--- config.mk ---
export PLATFORM = sky130hd
export DESIGN_NAME = tcfs_front
export DESIGN_NICKNAME = d
export VERILOG_FILES = /design/src/rtl/core/tcfs_pkg.sv /design/src/rtl/core/tcfs_front.sv
export SDC_FILE = /design/constraint.sdc
export NUM_CORES = 1
export LEC_CHECK = 0
export BUFFER_PORTS_ARGS = -buffer_cell sky130_fd_sc_hd__buf_2
export CORE_ASPECT_RATIO = 1.25
export CORE_UTILIZATION = 40
export DETAILED_ROUTE_END_ITERATION = 10
export MAX_ROUTING_LAYER = met4
export PLACE_DENSITY_LB_ADDON = 0.05
export SYNTH_ARGS = -nofsm -noshare
export SYNTH_HDL_FRONTEND = slang
export SYNTH_SLANG_ARGS = --single-unit
--- constraint.sdc ---
create_clock -name clk -period 2.66 [get_ports clk]
set_input_delay 0.266 -clock clk [delete_from_list [all_inputs] [get_ports clk]]
set_output_delay 0.266 -clock clk [all_outputs]
set_load 0.01 [all_outputs]
--- src/rtl/core/tcfs_pkg.sv ---
// Shared types and constants for the first-seen source traffic classifier.
// No dependencies; used by every module in rtl/core except tcfs_ram.

package tcfs_pkg;

	// Default depth of the seen-source table
	localparam int TABLE_DEPTH = 128;

	// Header codes
	localparam logic [15:0] ETHER_IPV4 = 16'h0800;
	localparam logic [7:0]  PROTO_TCP  = 8'd6;
	localparam logic [7:0]  PROTO_UDP  = 8'd17;

	// Category codes
	localparam logic [1:0] CAT_NONE  = 2'd0;
	localparam logic [1:0] CAT_FILE  = 2'd1;
	localparam logic [1:0] CAT_GAME  = 2'd2;
	localparam logic [1:0] CAT_VOICE = 2'd3;

	// Configuration register indexes
	localparam logic [2:0] REG_BULK_A      = 3'd0;
	localparam logic [2:0] REG_BULK_B      = 3'd1;
	localparam logic [2:0] REG_GAME_A      = 3'd2;
	localparam logic [2:0] REG_GAME_B      = 3'd3;
	localparam logic [2:0] REG_EXCL_PORT   = 3'd4;
	localparam logic [2:0] REG_VOICE_PORT  = 3'd5;
	localparam logic [2:0] REG_VOICE_LMIN  = 3'd6;
	localparam logic [2:0] REG_VOICE_LMAX  = 3'd7;

	// Register reset values
	localparam logic [15:0] RST_BULK_A     = 16'd1514;
	localparam logic [15:0] RST_BULK_B     = 16'd1434;
	localparam logic [15:0] RST_GAME_A     = 16'd66;
	localparam logic [15:0] RST_GAME_B     = 16'd76;
	localparam logic [15:0] RST_EXCL_PORT  = 16'd53;
	localparam logic [15:0] RST_VOICE_PORT = 16'd1024;
	localparam logic [15:0] RST_VOICE_LMIN = 16'd150;
	localparam logic [15:0] RST_VOICE_LMAX = 16'd300;

	// Classified command from front to back
	typedef struct packed {
		logic        is_tcp;
		logic        is_udp;
		logic        try_insert;
		logic [1:0]  cat;
		logic [31:0] addr;
	} cmd_t;

	// Back-end sequencer states
	typedef enum logic [2:0] {
		ST_IDLE   = 3'b001,
		ST_SEARCH = 3'b010,
		ST_RESULT = 3'b100
	} back_state_t;

endpackage

--- src/rtl/core/tcfs_front.sv ---
// Front end: configuration registers and header classification.
// Depends on tcfs_pkg.

module tcfs_front (
	input  logic               clk,
	input  logic               arst_n,
	input  logic               cfg_wen,
	input  logic [2:0]         cfg_index,
	input  logic [15:0]        cfg_data,
	input  logic [15:0]        ether_type,
	input  logic [7:0]         proto_number,
	input  logic [31:0]        source_address,
	input  logic [15:0]        udp_source_port,
	input  logic [15:0]        frame_length,
	output tcfs_pkg::cmd_t     cmd
);

	logic [15:0] bulk_a_q, bulk_b_q, game_a_q, game_b_q;
	logic [15:0] excl_port_q, voice_port_q, voice_lmin_q, voice_lmax_q;
	logic        ipv4, tcp, udp, file_hit, game_hit, voice_hit;

	// Configuration registers
	always_ff @(posedge clk or negedge arst_n) begin
		if (!arst_n) begin
			bulk_a_q     <= tcfs_pkg::RST_BULK_A;
			bulk_b_q     <= tcfs_pkg::RST_BULK_B;
			game_a_q     <= tcfs_pkg::RST_GAME_A;
			game_b_q     <= tcfs_pkg::RST_GAME_B;
			excl_port_q  <= tcfs_pkg::RST_EXCL_PORT;
			voice_port_q <= tcfs_pkg::RST_VOICE_PORT;
			voice_lmin_q <= tcfs_pkg::RST_VOICE_LMIN;
			voice_lmax_q <= tcfs_pkg::RST_VOICE_LMAX;
		end else if (cfg_wen) begin
			unique case (cfg_index)
				tcfs_pkg::REG_BULK_A:     bulk_a_q     <= cfg_data;
				tcfs_pkg::REG_BULK_B:     bulk_b_q     <= cfg_data;
				tcfs_pkg::REG_GAME_A:     game_a_q     <= cfg_data;
				tcfs_pkg::REG_GAME_B:     game_b_q     <= cfg_data;
				tcfs_pkg::REG_EXCL_PORT:  excl_port_q  <= cfg_data;
				tcfs_pkg::REG_VOICE_PORT: voice_port_q <= cfg_data;
				tcfs_pkg::REG_VOICE_LMIN: voice_lmin_q <= cfg_data;
				tcfs_pkg::REG_VOICE_LMAX: voice_lmax_q <= cfg_data;
				default: ;
			endcase
		end
	end

	// Protocol decode
	assign ipv4 = (ether_type == tcfs_pkg::ETHER_IPV4);
	assign tcp  = ipv4 && (proto_number == tcfs_pkg::PROTO_TCP);
	assign udp  = ipv4 && (proto_number == tcfs_pkg::PROTO_UDP);

	// Length and port rules; game takes priority over voice
	assign file_hit  = tcp && ((frame_length == bulk_a_q) || (frame_length == bulk_b_q));
	assign game_hit  = udp && ((frame_length == game_a_q) || (frame_length == game_b_q))
		&& (udp_source_port != excl_port_q);
	assign voice_hit = udp && !game_hit && (udp_source_port > voice_port_q)
		&& (frame_length > voice_lmin_q) && (frame_length < voice_lmax_q);

	// Command for the back end
	always_comb begin
		cmd.is_tcp     = tcp;
		cmd.is_udp     = udp;
		cmd.addr       = source_address;
		cmd.try_insert = file_hit || game_hit || voice_hit;
		if (file_hit) begin
			cmd.cat = tcfs_pkg::CAT_FILE;
		end else if (game_hit) begin
			cmd.cat = tcfs_pkg::CAT_GAME;
		end else if (voice_hit) begin
			cmd.cat = tcfs_pkg::CAT_VOICE;
		end else begin
			cmd.cat = tcfs_pkg::CAT_NONE;
		end
	end

endmodule

==> results.py <==
metrics = {
    "run_status": {
        "status": "complete, but fails checks",
        "violations": "negative setup slack",
    },
    "setup_path": {
        "reg2reg_to": "game_a_q[0]",
        "crit_fanout": 3,
        "cp-end-kind": "primary output",
        "critPathLaunchType": "register",
        "r2r-start": "game_a_q[0]",
        "criticalPathCategory": "register to primary output",
        "reg2reg_depth": 1,
        "rrSetupSlack_ns": 1.87,
        "crit_arrival_ns": 2.60,
        "cp.required_ns": 2.39,
    },
    "hold_path": {
        "hold_path_class": "input pin to register",
        "min_to": "game_b_q[8]",
        "hp-start": "cfg_data[8]",
        "hold_depth": 2,
    },
    "clock_tree": {
        "ctsLongestPathBuffers": 2,
        "clock_latency_ns": 0.41,
        "cts_root_buf": "clkbuf_16",
        "cts-htree-levels": 4,
        "post_cts_buffers": 0,
        "tritoncts": "done",
        "cts_sinks": 128,
        "path_clk_slew_ns": 0.06,
        "cts_buffers": 17,
    },
    "route": {
        "final_antenna_net_count": 0,
        "viasPerCell": 5.16,
        "wl_mm": 17.8,
        "drcViolationCount": 0,
        "drt_iter0_drc": 210,
        "dr_total_vias": 4755,
        "wire_per_inst_um": 19.3,
        "firstDrtPassIters": 4,
    },
    "placement": {
        "place.gp.congestion": 0.806,
        "place_area_sq_mm": 0.00779,
        "place_hpwl_mm": 13.6,
        "dp_slack_ns": 0.120,
        "io_buffers": 82,
    },
    "cells_and_area": {
        "antenna_cells": 0,
        "final_util": 0.466,
        "area_growth_pct": 14.3,
        "layout-drive-gt1-share": 0.425,
        "final_area_sq_mm": 0.00844,
        "nets": 839,
    },
    "grt": {
        "met3_usage": 0.0460,
        "grt_pass1_vias": 4927,
        "grtUsageTotal": 0.208,
        "grt_pass1_wl_mm": 27.8,
        "antenna_found_initial": 0,
        "grtUsageMet2": 0.340,
        "grt_overflow": 0,
        "grt_max_degree": 44,
        "grt_use_met1": 0.252,
        "globalRoute.busiestLayer": "met2",
    },
    "power": {
        "intPower_mw": 4.83,
        "pwr-share-seq": 0.412,
        "p_sw_frac": 0.266,
        "p_leak_nw": 3.67,
        "peakVddDrop_mv": 0.419,
        "clkPwrFrac": 0.359,
        "power_switching_mw": 1.75,
        "power_frac_comb": 0.229,
        "powerDensity_mw_per_mm2": 779,
    },
    "synthesis": {
        "muxShareOfSynthArea": 0.195,
        "synth-seq-area-share": 0.439,
        "synth_area_sq_mm": 0.00738,
        "avgSynthCellArea_sq_um": 11.7,
        "synthArstFlopShare": 1.00,
        "synth_top_cell_by_area": "dfrtp_1",
        "postSynthCellCount": 629,
        "synth-simple-area-share": 0.0766,
        "synth_common_cells": "mux2_2 (128), dfrtp_1 (97), xnor2_1 (80)",
        "synthFlopType": "dfrtp_1",
        "synth.distinct_cells": 45,
        "synth-edff-count": 0,
        "synthXorXnorAreaFrac": 0.0949,
        "synth.most_common_cell": "mux2_2",
        "synth_top_family_by_area": "multiplexers",
        "synth_compound_area_frac": 0.0346,
        "synth_fa_ha_area_frac": 0.0797,
        "synth_fp_nets": 786,
        "synth_top_area_frac": 0.329,
        "synth_seq_cells": 128,
        "yosysWarnings": 0,
        "synthTopCellsByArea": "dfrtp_1 (33%), mux2_2 (20%), dfstp_2 (11%)",
    },
    "run": {
        "cap_violations": 0,
    },
    "sta": {
        "fmax_ghz": 0.349,
        "tightest_slew_ns": 0.569,
        "fin_skew_ns": 0,
        "finalCriticalPeriod_ns": 2.87,
        "finalSetupViolCount": 3,
        "grt_setup_unrepaired": "true",
        "relSlewSlack": 0.617,
        "slew_violations": 0,
        "finalSetupTns_ns": -0.527,
        "post-route-period-util": 1.08,
        "finalHoldViolCount": 0,
        "fin_ws_ns": -0.205,
    },
    "die": {
        "die_w_um": 123,
        "io-pin-count": 147,
        "die_area_sq_mm": 0.0190,
        "core_sq_mm": 0.0181,
        "floorplan.initialDensity": 0.408,
        "rows": 55,
        "chipHeight_um": 154,
    },
}
[metrics by stage]
stage | cells | hold WS (ns) | power, mW
4_1_cts | 922 | 0.223 | 6.66
3_3_place_gp | 890 | 0.253 | 4.20
2_1_floorplan | 629 | -0.0296 | 3.81
5_1_grt | 922 | 0.225 | 6.97
3_5_place_dp | 890 | 0.263 | 4.24
6_report | 922 | 0.220 | 6.58
[critical path, stage by stage, from the launching register on]
cell and delay (ns):
dfstp_2 0.53, inv_2 0.04, ha_4 0.25, nor2b_4 0.12, o211ai_1 0.12, a2111o_1 0.38, o211ai_1 0.10, o211ai_1 0.25
o21bai_1 0.23, buf_2 0.15
[power by group through the flow]
stage	registers (mW)	clock network [mW]	logic, mW
after detailed placement	2.75	0	1.50
final	2.71	2.36	1.51
after global routing	2.77	2.51	1.69
after CTS	2.72	2.43	1.52
after global placement	2.73	0	1.47
after floorplan	2.68	0	1.13
[sequential cells by signal, summed over array words and instances, names as in the netlist]
register and cells:
game_a_q 16, bulk_b_q 16, bulk_a_q 16, voice_lmin_q 16, voice_port_q 16, excl_port_q 16, voice_lmax_q 16, game_b_q 16
[layout by cell type (no fill, tap or decap), types with 4 or more instances in the layout]
cell type / count
a21oi_1: 20
buf_2: 81
buf_4: 13
clkbuf_1: 5
clkbuf_16: 17
clkbuf_8: 4
dfrtp_1: 97
dfstp_2: 31
ha_1: 46
inv_1: 50
mux2_2: 128
nand2_1: 17
nand3_1: 7
nand4_1: 28
nor2_1: 8
nor3_1: 4
nor4_1: 7
nor4_2: 4
o21ai_0: 7
xnor2_1: 80
[per-layer routing]
metal,part of all wire,vias up
met5,0,-
met4,0.019,0
met3,0.047,22
met2,0.50,122
met1,0.43,2354
li1,-,2257
[area by class of cell]
class	count	area, sq um
clock buffers	26	499
clock inverters	5	103
fillers	1710	9660
flip-flops and latches	128	3240
well taps	228	285
repair buffers	96	533
multi-input cells	388	3580
inverters	51	191
[logic make-up (layout without fill, tap and decap cells)]
kind of cell | count (synthesis) | in the layout
multiplexers | 128 | 128
flip-flops | 128 | 128
buffers and inverters | 113 | 178
AND/OR/NAND/NOR | 91 | 91
XOR/XNOR | 80 | 80
adder cells (fa/ha/maj) | 47 | 47
AO/OA/AOI/OAI | 42 | 42
[worst max path at each step]
stage / from / endpoint / cells after the start
final: voice_lmin_q[1] / cmd[34] / 9
after global routing: voice_lmin_q[1] / cmd[34] / 9
after CTS: voice_lmin_q[1] / cmd[34] / 9
after detailed placement: voice_port_q[10] / cmd[34] / 9
after global placement: voice_port_q[10] / cmd[33] / 9
after floorplan: voice_lmin_q[1] / cmd[34] / 8
[repair_timing]
item / CTS / global route
setup endpoints to repair: 3 / 3
hold buffers: 1 / 0
endpoints found under the hold margin: 24 / 0
pin swaps: 5 / 4
resized for setup: 3 / 3
Power figures use the tool's default switching activity.
