[config.mk]
export PLATFORM = sky130hd
export DESIGN_NAME = tcfs_queue
export DESIGN_NICKNAME = d
export VERILOG_FILES = /design/src/rtl/core/tcfs_pkg.sv /design/src/rtl/core/tcfs_queue.sv
export SDC_FILE = /design/constraint.sdc
export NUM_CORES = 1
export LEC_CHECK = 0
export BUFFER_PORTS_ARGS = -buffer_cell sky130_fd_sc_hd__buf_4
export CAP_MARGIN = 5
export CORE_MARGIN = 10
export CORE_UTILIZATION = 35
export DETAILED_ROUTE_END_ITERATION = 10
export PLACE_DENSITY_LB_ADDON = 0.08
export SLEW_MARGIN = 20
export SYNTH_ARGS = -nofsm -noshare
export SYNTH_HDL_FRONTEND = slang
export SYNTH_SLANG_ARGS = --single-unit
export TNS_END_PERCENT = 5
[constraint.sdc]
create_clock -name clk -period 3.5 [get_ports clk]
set_input_delay 0.35 -clock clk [delete_from_list [all_inputs] [get_ports clk]]
set_output_delay 0.35 -clock clk [all_outputs]
set_load 0.02 [all_outputs]
[src/rtl/core/tcfs_pkg.sv]
// Shared types and constants for the first-seen source traffic classifier.
// No dependencies; used by every module in rtl/core except tcfs_ram.

package tcfs_pkg;

	// Default depth of the seen-source table
	localparam int TABLE_DEPTH = 128;

	// Header codes
	localparam logic [15:0] ETHER_IPV4 = 16'h0800;
	localparam logic [7:0]  PROTO_TCP  = 8'd6;
	localparam logic [7:0]  PROTO_UDP  = 8'd17;

	// Category codes
	localparam logic [1:0] CAT_NONE  = 2'd0;
	localparam logic [1:0] CAT_FILE  = 2'd1;
	localparam logic [1:0] CAT_GAME  = 2'd2;
	localparam logic [1:0] CAT_VOICE = 2'd3;

	// Configuration register indexes
	localparam logic [2:0] REG_BULK_A      = 3'd0;
	localparam logic [2:0] REG_BULK_B      = 3'd1;
	localparam logic [2:0] REG_GAME_A      = 3'd2;
	localparam logic [2:0] REG_GAME_B      = 3'd3;
	localparam logic [2:0] REG_EXCL_PORT   = 3'd4;
	localparam logic [2:0] REG_VOICE_PORT  = 3'd5;
	localparam logic [2:0] REG_VOICE_LMIN  = 3'd6;
	localparam logic [2:0] REG_VOICE_LMAX  = 3'd7;

	// Register reset values
	localparam logic [15:0] RST_BULK_A     = 16'd1514;
	localparam logic [15:0] RST_BULK_B     = 16'd1434;
	localparam logic [15:0] RST_GAME_A     = 16'd66;
	localparam logic [15:0] RST_GAME_B     = 16'd76;
	localparam logic [15:0] RST_EXCL_PORT  = 16'd53;
	localparam logic [15:0] RST_VOICE_PORT = 16'd1024;
	localparam logic [15:0] RST_VOICE_LMIN = 16'd150;
	localparam logic [15:0] RST_VOICE_LMAX = 16'd300;

	// Classified command from front to back
	typedef struct packed {
		logic        is_tcp;
		logic        is_udp;
		logic        try_insert;
		logic [1:0]  cat;
		logic [31:0] addr;
	} cmd_t;

	// Back-end sequencer states
	typedef enum logic [2:0] {
		ST_IDLE   = 3'b001,
		ST_SEARCH = 3'b010,
		ST_RESULT = 3'b100
	} back_state_t;

endpackage

[src/rtl/core/tcfs_queue.sv]
// Two-entry command queue between front and back ends.
// Depends on tcfs_pkg.

module tcfs_queue (
	input  logic           clk,
	input  logic           arst_n,
	input  logic           push,
	input  tcfs_pkg::cmd_t push_cmd,
	output logic           full,
	input  logic           pop,
	output logic           not_empty,
	output tcfs_pkg::cmd_t head
);

	tcfs_pkg::cmd_t entry_q [2];
	logic           wptr_q, rptr_q;
	logic [1:0]     count_q;

	assign full      = (count_q == 2'd2);
	assign not_empty = (count_q != 2'd0);
	assign head      = entry_q[rptr_q];

	// Storage
	always_ff @(posedge clk) begin
		if (push) begin
			entry_q[wptr_q] <= push_cmd;
		end
	end

	// Pointers and occupancy
	always_ff @(posedge clk or negedge arst_n) begin
		if (!arst_n) begin
			wptr_q  <= 1'b0;
			rptr_q  <= 1'b0;
			count_q <= 2'd0;
		end else begin
			if (push) begin
				wptr_q <= !wptr_q;
			end
			if (pop) begin
				rptr_q <= !rptr_q;
			end
			case ({push, pop})
				2'b10:   count_q <= count_q + 2'd1;
				2'b01:   count_q <= count_q - 2'd1;
				default: count_q <= count_q;
			endcase
		end
	end

endmodule

==> results of run 1 <==
==> power by group <==
| group | switching, µW | total (µW) | internal [µW] |
|---|---|---|---|
| sequential | 101 | 1350 | 1240 |
| clock | 293 | 759 | 466 |
| combinational | 567 | 1150 | 580 |
| total | 961 | 3250 | 2290 |
==> per-stage QoR <==
| stage | hold WS [ns] | worst slack (ns) | total power, µW | utilization [%] |
|---|---|---|---|---|
| after floorplan | 0.0544 | 1.10 | 2090 | - |
| after global placement | 0.147 | 1.52 | 2480 | 44.5 |
| after detailed placement | 0.150 | 1.46 | 2510 | 44.5 |
| after CTS | 0.171 | 1.08 | 3280 | 47.4 |
| after global routing | 0.167 | 1.25 | 3430 | 47.9 |
| final | 0.185 | 1.36 | 3250 | 47.9 |
==> registers in the layout (all words and copies together) (netlist names) <==
| signal | cells |
|---|---|
| count_q | 2 |
| entry_q | 74 |
| wptr_q | 1 |
| rptr_q | 1 |
==> worst min-delay path by stage <==
stage	startpoint	slack (ns)	endpoint	cells after the start
2_1_floorplan	arst_n	0.05	count_q[0]	0
3_3_place_gp	arst_n	0.15	count_q[1]	1
3_5_place_dp	arst_n	0.15	count_q[1]	1
4_1_cts	pop	0.17	rptr_q	2
5_1_grt	pop	0.17	rptr_q	2
6_report	pop	0.18	rptr_q	2
==> layout by cell type, fill, tap and decap left out <==
cell	instances
and2_2	1
buf_12	1
buf_16	1
buf_4	79
bufinv_16	3
clkbuf_1	1
clkbuf_8	9
clkinv_1	1
clkinv_2	1
dfrtp_1	3
dfrtp_2	1
dlygate4sd3_1	1
edfxtp_1	74
ha_1	1
inv_1	1
mux2_2	17
mux2_4	20
nor2_1	1
nor2_4	1
nor2b_1	1
or2_2	1
xnor2_1	2
xor2_1	3
==> metal layers <==
| layer | global-route usage [%] | up-vias | wire [µm] |
|---|---|---|---|
| li1 | - | 682 | - |
| met2 | 15.8 | 48 | 3010 |
| met5 | 0 | - | 0 |
| met3 | 4.56 | 9 | 436 |
| met4 | 3.60 | 0 | 76 |
| met1 | 8.84 | 722 | 2020 |
==> critical path, delay by kind of cell, from the launching register on <==
family                 cells  cell delay [ns]
multiplexers               1             0.36
flip-flops                 1             0.66
buffers and inverters      2             0.42
==> synthesized netlist by cell type (all sizes together) <==
cell,number,area [µm²]
inv,1,3.75
nor2,2,7.51
and2,1,6.26
xor2,3,26.3
xnor2,2,17.5
ha,1,12.5
mux2,37,492
buf,4,38.8
nor2b,1,6.26
edfxtp,74,2220
dfrtp,4,100
or2,1,6.26
==> final cells by class <==
type	instances	area (µm²)
tap	105	131
multi-input combinational	48	583
fill	698	4260
clock buffer	10	128
sequential	78	2320
clock inverter	5	98.8
timing repair buffer	82	651
inverter	1	3.75
==> cell families after synthesis <==
| kind of cell | after synthesis |
|---|---|
| xor gates and xnor gates | 5 |
| adders and majority gates | 1 |
| and+or+nand+nor | 5 |
| DFF | 78 |
| buffers and inverters | 5 |
| muxes | 37 |
==> what timing repair did <==
| item | in CTS | in global routing |
|---|---|---|
| buffers inserted | 0 | 0 |
| endpoints found under the hold margin | 4 | 0 |
| hold buffers | 1 | 0 |
| endpoints found under the setup margin | 0 | 0 |
==> results_tabular.tex, run 1 <==
\begin{tabular}{lr}
\hline
Metric & Value \\
\hline
\multicolumn{2}{l}{\textbf{Run status}} \\
Result of the run & completed \\
\multicolumn{2}{l}{\textbf{Critical path}} \\
Worst setup endpoint & head[29] \\
Number of cells on the worst reg-to-reg path & 1 \\
Crit. Startpoint & rptr\_q \\
Critical path class & register to output port \\
Startpoint type of the worst setup path & register \\
Critical path peak fanout & 21 \\
Cell with the largest stage delay on the worst path & dfrtp\_2 \\
Worst path arrival time & 1.79 ns \\
Critical Path End Type & output port \\
Delay contributed by the slowest stage of the critical path & about 0.66 ns \\
Worst endpoint required time & $\sim$3.2 ns \\
Worst r2r src & wptr\_q \\
Worst-case register-to-register setup slack & 1.89 ns \\
Critical path cell sequence & buf\_12 > mux2\_2 > buf\_4 \\
R2r endpoint & entry\_q[1][7] \\
\multicolumn{2}{l}{\textbf{Placement}} \\
Placed Instances & 311 \\
Total half-perimeter wirelength after legalization and detailed placement & roughly 3800 µm \\
Final Wtd Congestion & 0.689 \\
Total cell area at the placement stage & 0.00363 mm² \\
Number of I/O port buffers & between 70 and 80 \\
\multicolumn{2}{l}{\textbf{Timing}} \\
Slew of the pin with the lowest slew margin & between 0.9 and 1 ns \\
RSZ-0062 raised after global routing & no \\
Skew final & approximately 0.0095 ns \\
Part of the cycle the worst path needs & about three fifths \\
Achievable clock frequency & between 400 and 500 MHz \\
Setup-failing EPs final & 0 \\
Count of final max-slew check failures & 0 \\
Final Hold Vio Count & 0 \\
Crit path time final & about 2.1 ns \\
Worst slew margin relative to its limit & a little under two fifths \\
Fin Setup TNS & 0 ns \\
\multicolumn{2}{l}{\textbf{Synth}} \\
Average size of a mapped cell & between 20 and 25 µm² \\
Syn Inst Count & between 100 and 150 \\
Synth Net Count & roughly 170 \\
Synthesis Warnings & 0 \\
Count of distinct cell types in the synthesized netlist & 14 \\
Post-synthesis share of cell area spent on full adders, half adders and majority gates & less than 1\% \\
Main combinational cell family by area after synthesis & multiplexers \\
Area share of and/or/nand/nor cells after synthesis & less than 1\% \\
Synth Register Bits & 78 \\
Sequential element share of the synthesized area & just under 80\% \\
Mux cell area share after synthesis & between 10\% and 20\% \\
Cell area after synthesis & 0.00294 mm² \\
Compound-gate portion of the synthesized area & 0\% \\
Synth Area in XOR/XNOR & 1.49\% \\
\multicolumn{2}{l}{\textbf{Clock network}} \\
TritonCTS buffer count & 9 \\
Insertion delay of the later-clocked pin in the worst-skew pair & 0.34 ns \\
Maximum level of the CTS H-tree & 3 \\
Clock Root Buffer & clkbuf\_8 \\
Post-cts repair resize count & 0 \\
TritonCTS clock tree & built \\
CTS sink count & between 70 and 80 \\
Clock-pin slew of the registers on the worst-case setup and hold paths & about 0.080 ns \\
Maximum root-to-sink buffer count & 2 \\
\multicolumn{2}{l}{\textbf{Detailed routing}} \\
DRC errors left & 0 \\
Vias after detailed routing & 1461 \\
Detailed Route Iter0 Violations & 35 \\
DR WL/cell & 16.8 µm \\
Router iterations before antenna repair & 4 \\
Drt total wl & about 5500 µm \\
Remaining antenna violation count & 0 \\
Number of vias per cell after detailed routing & about 4.4 \\
\multicolumn{2}{l}{\textbf{Die}} \\
Row cnt & 33 \\
Placeable core region & between 0.008 and 0.009 mm² \\
Die Outline Area & 0.0125 mm² \\
Number of placed I/O pins & 80 \\
Width of the chip & 112 µm \\
Die Span Y & approximately 110 µm \\
Starting density of the core & about 36\% \\
\multicolumn{2}{l}{\textbf{Global routing}} \\
Global-route wire length before repair & between 8000 and 9000 µm \\
Total global routing overflow & 0 \\
Initial antenna violation count & 0 \\
Largest net degree at the start of global routing & 39 \\
Global Route Usage Sum & 9.01\% \\
Vias in the first global route & 1672 \\
\multicolumn{2}{l}{\textbf{Layout}} \\
Finished Cell Area & about 0.004 mm² \\
Share of layout cells above drive strength 1 & 60.3\% \\
Diodes inserted & 0 \\
Number of nets in the layout & about 260 \\
Layout area overhead & 33.3\% \\
Non-filler instance count after layout & $\sim$330 \\
\multicolumn{2}{l}{\textbf{Min path}} \\
Worst min-delay path class & input pin to register \\
\multicolumn{2}{l}{\textbf{Power and ir drop}} \\
Peak ir drop on the vdd network & approximately 470 µV \\
Pwr per Cell Area & between 800 and 900 mW/mm² \\
Static leakage & approximately 0.0015 µW \\
\multicolumn{2}{l}{\textbf{Flow run}} \\
Reported max-cap violation count & 0 \\
\hline
\end{tabular}
No activity file was read; power rests on OpenSTA's default activity.
==> run 2: changes to the inputs <==
--- a/config.mk
+++ b/config.mk
@@ -5,6 +5,7 @@
 export SDC_FILE = /design/constraint.sdc
 export NUM_CORES = 1
 export LEC_CHECK = 0
+export ABC_AREA = 1
 export BUFFER_PORTS_ARGS = -buffer_cell sky130_fd_sc_hd__buf_4
 export CAP_MARGIN = 5
 export CORE_MARGIN = 10
==> constraint.sdc (replaced) <==
create_clock -name clk -period 1.95 [get_ports clk]
set_input_delay 0.195 -clock clk [delete_from_list [all_inputs] [get_ports clk]]
set_output_delay 0.195 -clock clk [all_outputs]
set_load 0.02 [all_outputs]
==> run 2 against run 1 <==
Against the previous run:
- worst hold slack worse by 0.14 ns
- first-iteration DRC count fell by 8.6%
- power increased by 68%
- sequential cell count unchanged
- area after synthesis is 0.68% higher
- setup slack got worse by 1.1 ns
- sequential power rose by 72%
- critical path depth is the same
- synthesized cell count up 66%
- largest cell class unchanged
- highest routed layer unchanged
==> results_tabular.tex, run 2 <==
\begin{tabular}{lr}
\hline
Metric & Value \\
\hline
\multicolumn{2}{l}{\textbf{Synth}} \\
Syn Inst Count & 217 (was 131) \\
Async set or reset register ratio after synthesis & 5.13\% (unchanged) \\
Synthesis Warnings & 0 (unchanged) \\
Number of enable flip-flop cells after synthesis & 74 (unchanged) \\
Top flip-flop cell by instance count after synthesis & edfxtp\_1 (unchanged) \\
Most used standard cells in the synthesized netlist & edfxtp\_1, inv\_1, nand2\_1, o21ai\_0, o21ai\_1 (was edfxtp\_1, mux2\_4, mux2\_2, dfrtp\_1) \\
Top cell type by total area after synthesis & edfxtp\_1 (unchanged) \\
Sequential element share of the synthesized area & 78.5\% (was 79.0\%) \\
Synth Net Count & 259 (was 173) \\
Cell area after synthesis & 0.00296 mm² (was 0.00294 mm²) \\
Fraction of post-synthesis cell area in the top cell type by area & 75.1\% (was 75.6\%) \\
Most used standard cell by instance count after synthesis & edfxtp\_1 (unchanged) \\
Average size of a mapped cell & 13.6 µm² (was 22.4 µm²) \\
Synth Register Bits & 78 (unchanged) \\
Cells taking the most area after synthesis & edfxtp\_1, inv\_1, nand2\_1, o21ai\_0, dfrtp\_1 (was edfxtp\_1, mux2\_4, mux2\_2, dfrtp\_1, buf\_6) \\
Count of distinct cell types in the synthesized netlist & 15 (was 14) \\
\multicolumn{2}{l}{\textbf{Global routing}} \\
Vias in the first global route & 1801 (was 1672) \\
Initial antenna violation count & 0 (unchanged) \\
Largest net degree at the start of global routing & 76 (was 39) \\
Total global routing overflow & 0 (unchanged) \\
Global-route wire length before repair & 8810 µm (was 8720 µm) \\
Global Route Usage Sum & 8.89\% (was 9.01\%) \\
\multicolumn{2}{l}{\textbf{Detailed routing}} \\
Number of vias per cell after detailed routing & 4.18 (was 4.44) \\
DR WL/cell & 13.6 µm (was 16.8 µm) \\
Detailed Route Iter0 Violations & 32 (was 35) \\
Remaining antenna violation count & 0 (unchanged) \\
DRC errors left & 0 (unchanged) \\
Vias after detailed routing & 1730 (was 1461) \\
Router iterations before antenna repair & 4 (unchanged) \\
Drt total wl & 5610 µm (was 5540 µm) \\
\multicolumn{2}{l}{\textbf{Timing}} \\
Count of final max-slew check failures & 0 (unchanged) \\
Crit path time final & $\sim$1.7 ns \\
Worst hold slack & 0.0406 ns (was 0.185 ns) \\
Final Hold Vio Count & 0 (unchanged) \\
Slew of the pin with the lowest slew margin & 0.392 ns (was 0.927 ns) \\
Worst slew margin relative to its limit & 73.8\% (was 38.2\%) \\
Skew final & 0.00972 ns (was 0.00953 ns) \\
Part of the cycle the worst path needs & 85.1\% \\
Setup-failing EPs final & 0 (unchanged) \\
RSZ-0062 raised after global routing & no (unchanged) \\
Achievable clock frequency & around 600 MHz \\
Fin Setup TNS & 0 ns (unchanged) \\
\multicolumn{2}{l}{\textbf{Layout}} \\
Total area of multi-input combinational cells & 412 µm² (was 583 µm²) \\
Biggest registers after layout & entry\_q (74), count\_q (2) (unchanged) \\
Layout area overhead & 30.1\% (was 33.3\%) \\
Leading cell types in the layout, fill and taps excluded & buf\_4, edfxtp\_1, nand2\_1 (was buf\_4, edfxtp\_1, mux2\_4) \\
Number of flip-flops under the largest register name & 74 (unchanged) \\
Most flops, register & entry\_q (unchanged) \\
Diodes inserted & 0 (unchanged) \\
Core Util, Final & 46.9\% (was 47.9\%) \\
Most common cell after layout, fill and taps aside & buf\_4 (unchanged) \\
Number of nets in the layout & 346 (was 262) \\
Share of layout cells above drive strength 1 & 32.0\% (was 60.3\%) \\
Filler Cells Inserted & 764 (was 698) \\
Sequential cell area in the final layout & 0.00232 mm² (unchanged) \\
Non-filler instance count after layout & 414 (was 329) \\
\multicolumn{2}{l}{\textbf{Die}} \\
Width of the chip & 112 µm (about the same) \\
Die Span Y & 112 µm (about the same) \\
Die Outline Area & 0.0125 mm² (about the same) \\
Row cnt & 33 (unchanged) \\
Placeable core region & 0.00822 mm² (was 0.00818 mm²) \\
Starting density of the core & 36.0\% (about the same) \\
Number of placed I/O pins & 80 (unchanged) \\
\multicolumn{2}{l}{\textbf{Critical path}} \\
Worst endpoint required time & 1.75 ns (was 3.15 ns) \\
Critical Path End Type & output port (unchanged) \\
Critical path class & register to output port (unchanged) \\
Startpoint type of the worst setup path & register (unchanged) \\
Critical path peak fanout & 75 (was 21) \\
Worst path arrival time & 1.47 ns (was 1.79 ns) \\
\multicolumn{2}{l}{\textbf{Run status}} \\
Result of the run & completed (unchanged) \\
\multicolumn{2}{l}{\textbf{Clock network}} \\
Post-cts repair resize count & 0 (unchanged) \\
Clock Root Buffer & clkbuf\_8 (unchanged) \\
Maximum level of the CTS H-tree & 3 (unchanged) \\
TritonCTS clock tree & built (unchanged) \\
Maximum root-to-sink buffer count & 2 (unchanged) \\
Clock-pin slew of the registers on the worst-case setup and hold paths & 0.08 ns (about the same) \\
Insertion delay of the later-clocked pin in the worst-skew pair & 0.33 ns (was 0.34 ns) \\
TritonCTS buffer count & 9 (unchanged) \\
CTS sink count & 78 (unchanged) \\
\multicolumn{2}{l}{\textbf{Placement}} \\
Placed Instances & 397 (was 311) \\
Total half-perimeter wirelength after legalization and detailed placement & 3900 µm (was 3840 µm) \\
Final Wtd Congestion & 0.707 (was 0.689) \\
Number of I/O port buffers & 79 (unchanged) \\
\multicolumn{2}{l}{\textbf{Flow run}} \\
Reported max-cap violation count & 0 (unchanged) \\
\multicolumn{2}{l}{\textbf{Power and ir drop}} \\
Peak ir drop on the vdd network & 649 µV (was 465 µV) \\
Pwr per Cell Area & 1420 mW/mm² (was 830 mW/mm²) \\
Static leakage & 0.00163 µW (was 0.00153 µW) \\
\multicolumn{2}{l}{\textbf{Min path}} \\
Worst min-delay path class & input pin to register (unchanged) \\
\hline
\end{tabular}
-- run 2: cell count changes after synthesis, moves of 2 or more --
cell,change
nand2_1,+43
mux2_2,-17
clkbuf_1,+2
buf_6,+2
o21ai_1,+13
o21ai_0,+24
mux2_4,-20
inv_1,+42
-- run 2: what timing repair did --
item,CTS,global route
hold buffers,1,0
endpoints found under the hold margin,4,0
buffers inserted,0,0
-- run 2: per-layer routing --
layer,vias to the layer above,share of wire (%),GRT usage (%)
met4,0,1.3,4.82
met3,7,7.0,3.49
met5,-,0,0
met2,48,51,14.8
li1,895,-,-
met1,780,41,9.53
-- run 2: final timing paths --
check	endpoint	depth (start not counted)	startpoint	slack [ns]
min in group asynchronous	count_q[1]	2	arst_n	0.19
setup / recovery	head[12]	3	rptr_q	0.29
setup reg to reg	entry_q[1][33]	3	wptr_q	0.61
max in group asynchronous	rptr_q	2	arst_n	1.65
hold / removal	entry_q[0][22]	1	push_cmd[22]	0.04
hold reg to reg	count_q[1]	2	count_q[1]	0.47
-- run 2: cells by family after synthesis --
kind of cell,count (synthesis),synth area share (%)
AO/OA/AOI/OAI,37,6.26
XOR/XNOR,3,0.888
adder cells (fa/ha/maj),1,0.423
buffers and inverters,51,7.86
flip-flops,78,78.5
AND/OR/NAND/NOR,47,6.09
-- run 2: cell type report --
| class | instances | area share [%] |
|---|---|---|
| clock inverter | 7 | 1.04 |
| inverter | 43 | 4.19 |
| multi-input combinational | 88 | 10.7 |
| sequential | 78 | 60.4 |
| timing repair buffer | 84 | 17.1 |
| tap | 105 | 3.41 |
| clock buffer | 9 | 3.22 |
-- run 2: worst max-delay path, cell delays in order, from the launching register on --
cell	delay [ns]
dfrtp_2	0.41
buf_12	0.20
o21ai_0	0.29
buf_4	0.20
-- run 2: where the power goes --
part           leakage [µW]  internal, µW  switching, µW
combinational      0.000815           817           1330
clock             0.0000781           451            557
sequential         0.000741          2230           94.2
-- run 2: metrics by stage --
stage	cell area [µm²]	total power, µW	worst slack (ns)
floorplan	2960	3660	0.154
finish	3850	5470	0.290
detailed placement	3680	4580	0.589
CTS	3850	5590	0.265
global route	3850	5840	0.216
global placement	3680	4570	0.601
==> run 3: changes to the inputs <==
--- a/config.mk
+++ b/config.mk
@@ -11,7 +11,8 @@
 export CORE_MARGIN = 10
 export CORE_UTILIZATION = 35
 export DETAILED_ROUTE_END_ITERATION = 10
-export PLACE_DENSITY_LB_ADDON = 0.08
+export PLACE_DENSITY = 0.62
+export SETUP_SLACK_MARGIN = 0.5
 export SLEW_MARGIN = 20
 export SYNTH_ARGS = -nofsm -noshare
 export SYNTH_HDL_FRONTEND = slang
==> run 3 against run 2 <==
Against the previous run:
- critical path type unchanged
- highest routed layer unchanged
- clock skew decreased by 0.0044 ns
- design area increased by 2.1%
- worst hold slack improved by 0.00082 ns
==> results_tabular.tex, run 3 (synthesis results as in run 2) <==
\begin{tabular}{lr}
\hline
Metric & Value \\
\hline
\multicolumn{2}{l}{\textbf{Run status}} \\
Result of the run & completed (unchanged) \\
\multicolumn{2}{l}{\textbf{Timing}} \\
Part of the cycle the worst path needs & 82.1\% (was 85.1\%) \\
Achievable clock frequency & 625 MHz (was 602 MHz) \\
Crit path time final & 1.60 ns (was 1.66 ns) \\
Slew of the pin with the lowest slew margin & 0.275 ns (was 0.392 ns) \\
Count of final max-slew check failures & 0 (unchanged) \\
Final Hold Vio Count & 0 (unchanged) \\
Worst hold slack & 0.0414 ns (was 0.0406 ns) \\
Skew final & 0.00528 ns (was 0.00972 ns) \\
RSZ-0062 raised after global routing & yes (was no) \\
Fin Setup TNS & 0 ns (unchanged) \\
Final WS setup & 0.349 ns (was 0.290 ns) \\
Worst slew margin relative to its limit & 81.4\% (was 73.8\%) \\
Setup-failing EPs final & 0 (unchanged) \\
\multicolumn{2}{l}{\textbf{Placement}} \\
Final Wtd Congestion & 0.682 (was 0.707) \\
Number of I/O port buffers & 79 (unchanged) \\
Placed Instances & 399 (was 397) \\
Total half-perimeter wirelength after legalization and detailed placement & 4040 µm (was 3900 µm) \\
Post-placement worst setup slack & 0.479 ns (was 0.589 ns) \\
\multicolumn{2}{l}{\textbf{Layout}} \\
Non-filler instance count after layout & 418 (was 414) \\
Most common cell after layout, fill and taps aside & buf\_4 (unchanged) \\
Share of layout cells above drive strength 1 & 33.2\% (was 32.0\%) \\
Diodes inserted & 0 (unchanged) \\
Number of flip-flops under the largest register name & 74 (unchanged) \\
Leading cell types in the layout, fill and taps excluded & buf\_4, edfxtp\_1, nand2\_1 (unchanged) \\
Number of nets in the layout & 350 (was 346) \\
Most flops, register & entry\_q (unchanged) \\
Biggest registers after layout & entry\_q (74), count\_q (2) (unchanged) \\
Layout area overhead & 32.9\% (was 30.1\%) \\
\multicolumn{2}{l}{\textbf{Power and ir drop}} \\
Power dissipated by switching net loads & 2000 µW (was 1980 µW) \\
Sw Share & 34.2\% (was 36.2\%) \\
Peak ir drop on the vdd network & 558 µV (was 649 µV) \\
Overall power after layout & 5850 µW (was 5470 µW) \\
Combinational fraction of design power & 38.3\% (was 39.2\%) \\
Pwr per Cell Area & 1490 mW/mm² (was 1420 mW/mm²) \\
Clock power frac & 21.3\% (was 18.4\%) \\
Sequential power share & 40.4\% (was 42.4\%) \\
Static leakage & 0.00168 µW (was 0.00163 µW) \\
Internal Dissipation & 3850 µW (was 3500 µW) \\
\multicolumn{2}{l}{\textbf{Critical path}} \\
Worst path arrival time & 1.41 ns (was 1.47 ns) \\
Family of cells with the greatest summed delay on the critical path & flip-flops (unchanged) \\
Critical path peak fanout & 32 (was 75) \\
Worst-case register-to-register setup slack & 0.78 ns (was 0.61 ns) \\
Crit path buf inv count & 2 (unchanged) \\
Cell with the largest stage delay on the worst path & dfrtp\_4 (was dfrtp\_2) \\
Critical Path End Type & output port (unchanged) \\
Worst endpoint required time & 1.75 ns (about the same) \\
Startpoint type of the worst setup path & register (unchanged) \\
Critical path cell sequence & buf\_12 > o21ai\_0 > buf\_4 (unchanged) \\
Delay contributed by the slowest stage of the critical path & 0.54 ns (was 0.41 ns) \\
Critical path class & register to output port (unchanged) \\
\multicolumn{2}{l}{\textbf{Min path}} \\
Worst min-delay path class & input pin to register (unchanged) \\
\multicolumn{2}{l}{\textbf{Global routing}} \\
Global Route Usage Sum & 9.57\% (was 8.89\%) \\
Initial antenna violation count & 0 (unchanged) \\
Global-route wire length before repair & 9610 µm (was 8810 µm) \\
Total global routing overflow & 0 (unchanged) \\
Largest net degree at the start of global routing & 33 (was 76) \\
Vias in the first global route & 1958 (was 1801) \\
\multicolumn{2}{l}{\textbf{Clock network}} \\
TritonCTS buffer count & 9 (unchanged) \\
Clock Root Buffer & clkbuf\_8 (unchanged) \\
Maximum level of the CTS H-tree & 3 (unchanged) \\
CTS sink count & 78 (unchanged) \\
Clock-pin slew of the registers on the worst-case setup and hold paths & 0.08 ns (about the same) \\
Maximum root-to-sink buffer count & 2 (unchanged) \\
Insertion delay of the later-clocked pin in the worst-skew pair & 0.33 ns (about the same) \\
TritonCTS clock tree & built (unchanged) \\
\multicolumn{2}{l}{\textbf{Die}} \\
Placeable core region & 0.00822 mm² (unchanged) \\
Row cnt & 33 (unchanged) \\
Die Span Y & 112 µm (unchanged) \\
Die Outline Area & 0.0125 mm² (unchanged) \\
Number of placed I/O pins & 80 (unchanged) \\
Starting density of the core & 36.0\% (unchanged) \\
Width of the chip & 112 µm (unchanged) \\
\multicolumn{2}{l}{\textbf{Detailed routing}} \\
Vias after detailed routing & 1776 (was 1730) \\
Drt total wl & 5710 µm (was 5610 µm) \\
DRC errors left & 0 (unchanged) \\
Number of vias per cell after detailed routing & 4.25 (was 4.18) \\
Remaining antenna violation count & 0 (unchanged) \\
Detailed Route Iter0 Violations & 60 (was 32) \\
Router iterations before antenna repair & 4 (unchanged) \\
DR WL/cell & 13.7 µm (was 13.6 µm) \\
\multicolumn{2}{l}{\textbf{Flow run}} \\
Reported max-cap violation count & 0 (unchanged) \\
\hline
\end{tabular}
run 3: power by group through the flow:
stage | Clock (µW) | Sequential [µW] | Combinational [µW]
floorplan | 0 | 2350 | 1310
CTS | 1290 | 2370 | 2290
detailed placement | 0 | 2450 | 2130
global placement | 0 | 2440 | 2100
finish | 1250 | 2360 | 2240
global route | 1380 | 2400 | 2470
run 3: final timing paths:
check                            start              to  cells after the start
setup / recovery                rptr_q        head[15]                      3
hold / removal             push_cmd[0]   entry_q[0][0]                      1
setup reg to reg                wptr_q  entry_q[0][31]                      2
hold reg to reg             count_q[1]      count_q[1]                      2
max in group asynchronous       arst_n          rptr_q                      2
min in group asynchronous       arst_n      count_q[0]                      2
run 3: area by class of cell:
cell class,instances,area [µm²]
clock inverters,5,73.8
multi-input cells,88,415
fillers,760,4290
repair buffers,88,692
well taps,105,131
flip-flops and latches,78,2330
clock buffers,11,131
inverters,43,161
run 3: metrics by stage:
stage	cell area [µm²]	utilization [%]
6_report	3930	47.8
5_1_grt	3930	47.8
4_1_cts	3930	47.8
3_5_place_dp	3680	44.8
3_3_place_gp	3680	44.8
2_1_floorplan	2970	-
run 3: worst reg2reg max path: stages, from the launching register on:
cell and delay, ns:
dfrtp_1 0.43, nor2_4 0.13, buf_4 0.28
run 3: timing repair:
item	CTS	global route
endpoints found under the setup margin	37	37
pin swaps	0	0
endpoints found under the hold margin	4	0
resized for setup	11	6
hold buffers	1	0
setup buffers	2	0
run 3: routing by layer:
metal	GRT usage (%)	up-vias	routed length, µm
met1	10.6	809	2420
met4	4.31	0	77
met2	16.3	54	2880
li1	-	905	-
met3	3.22	8	328
met5	0	-	0
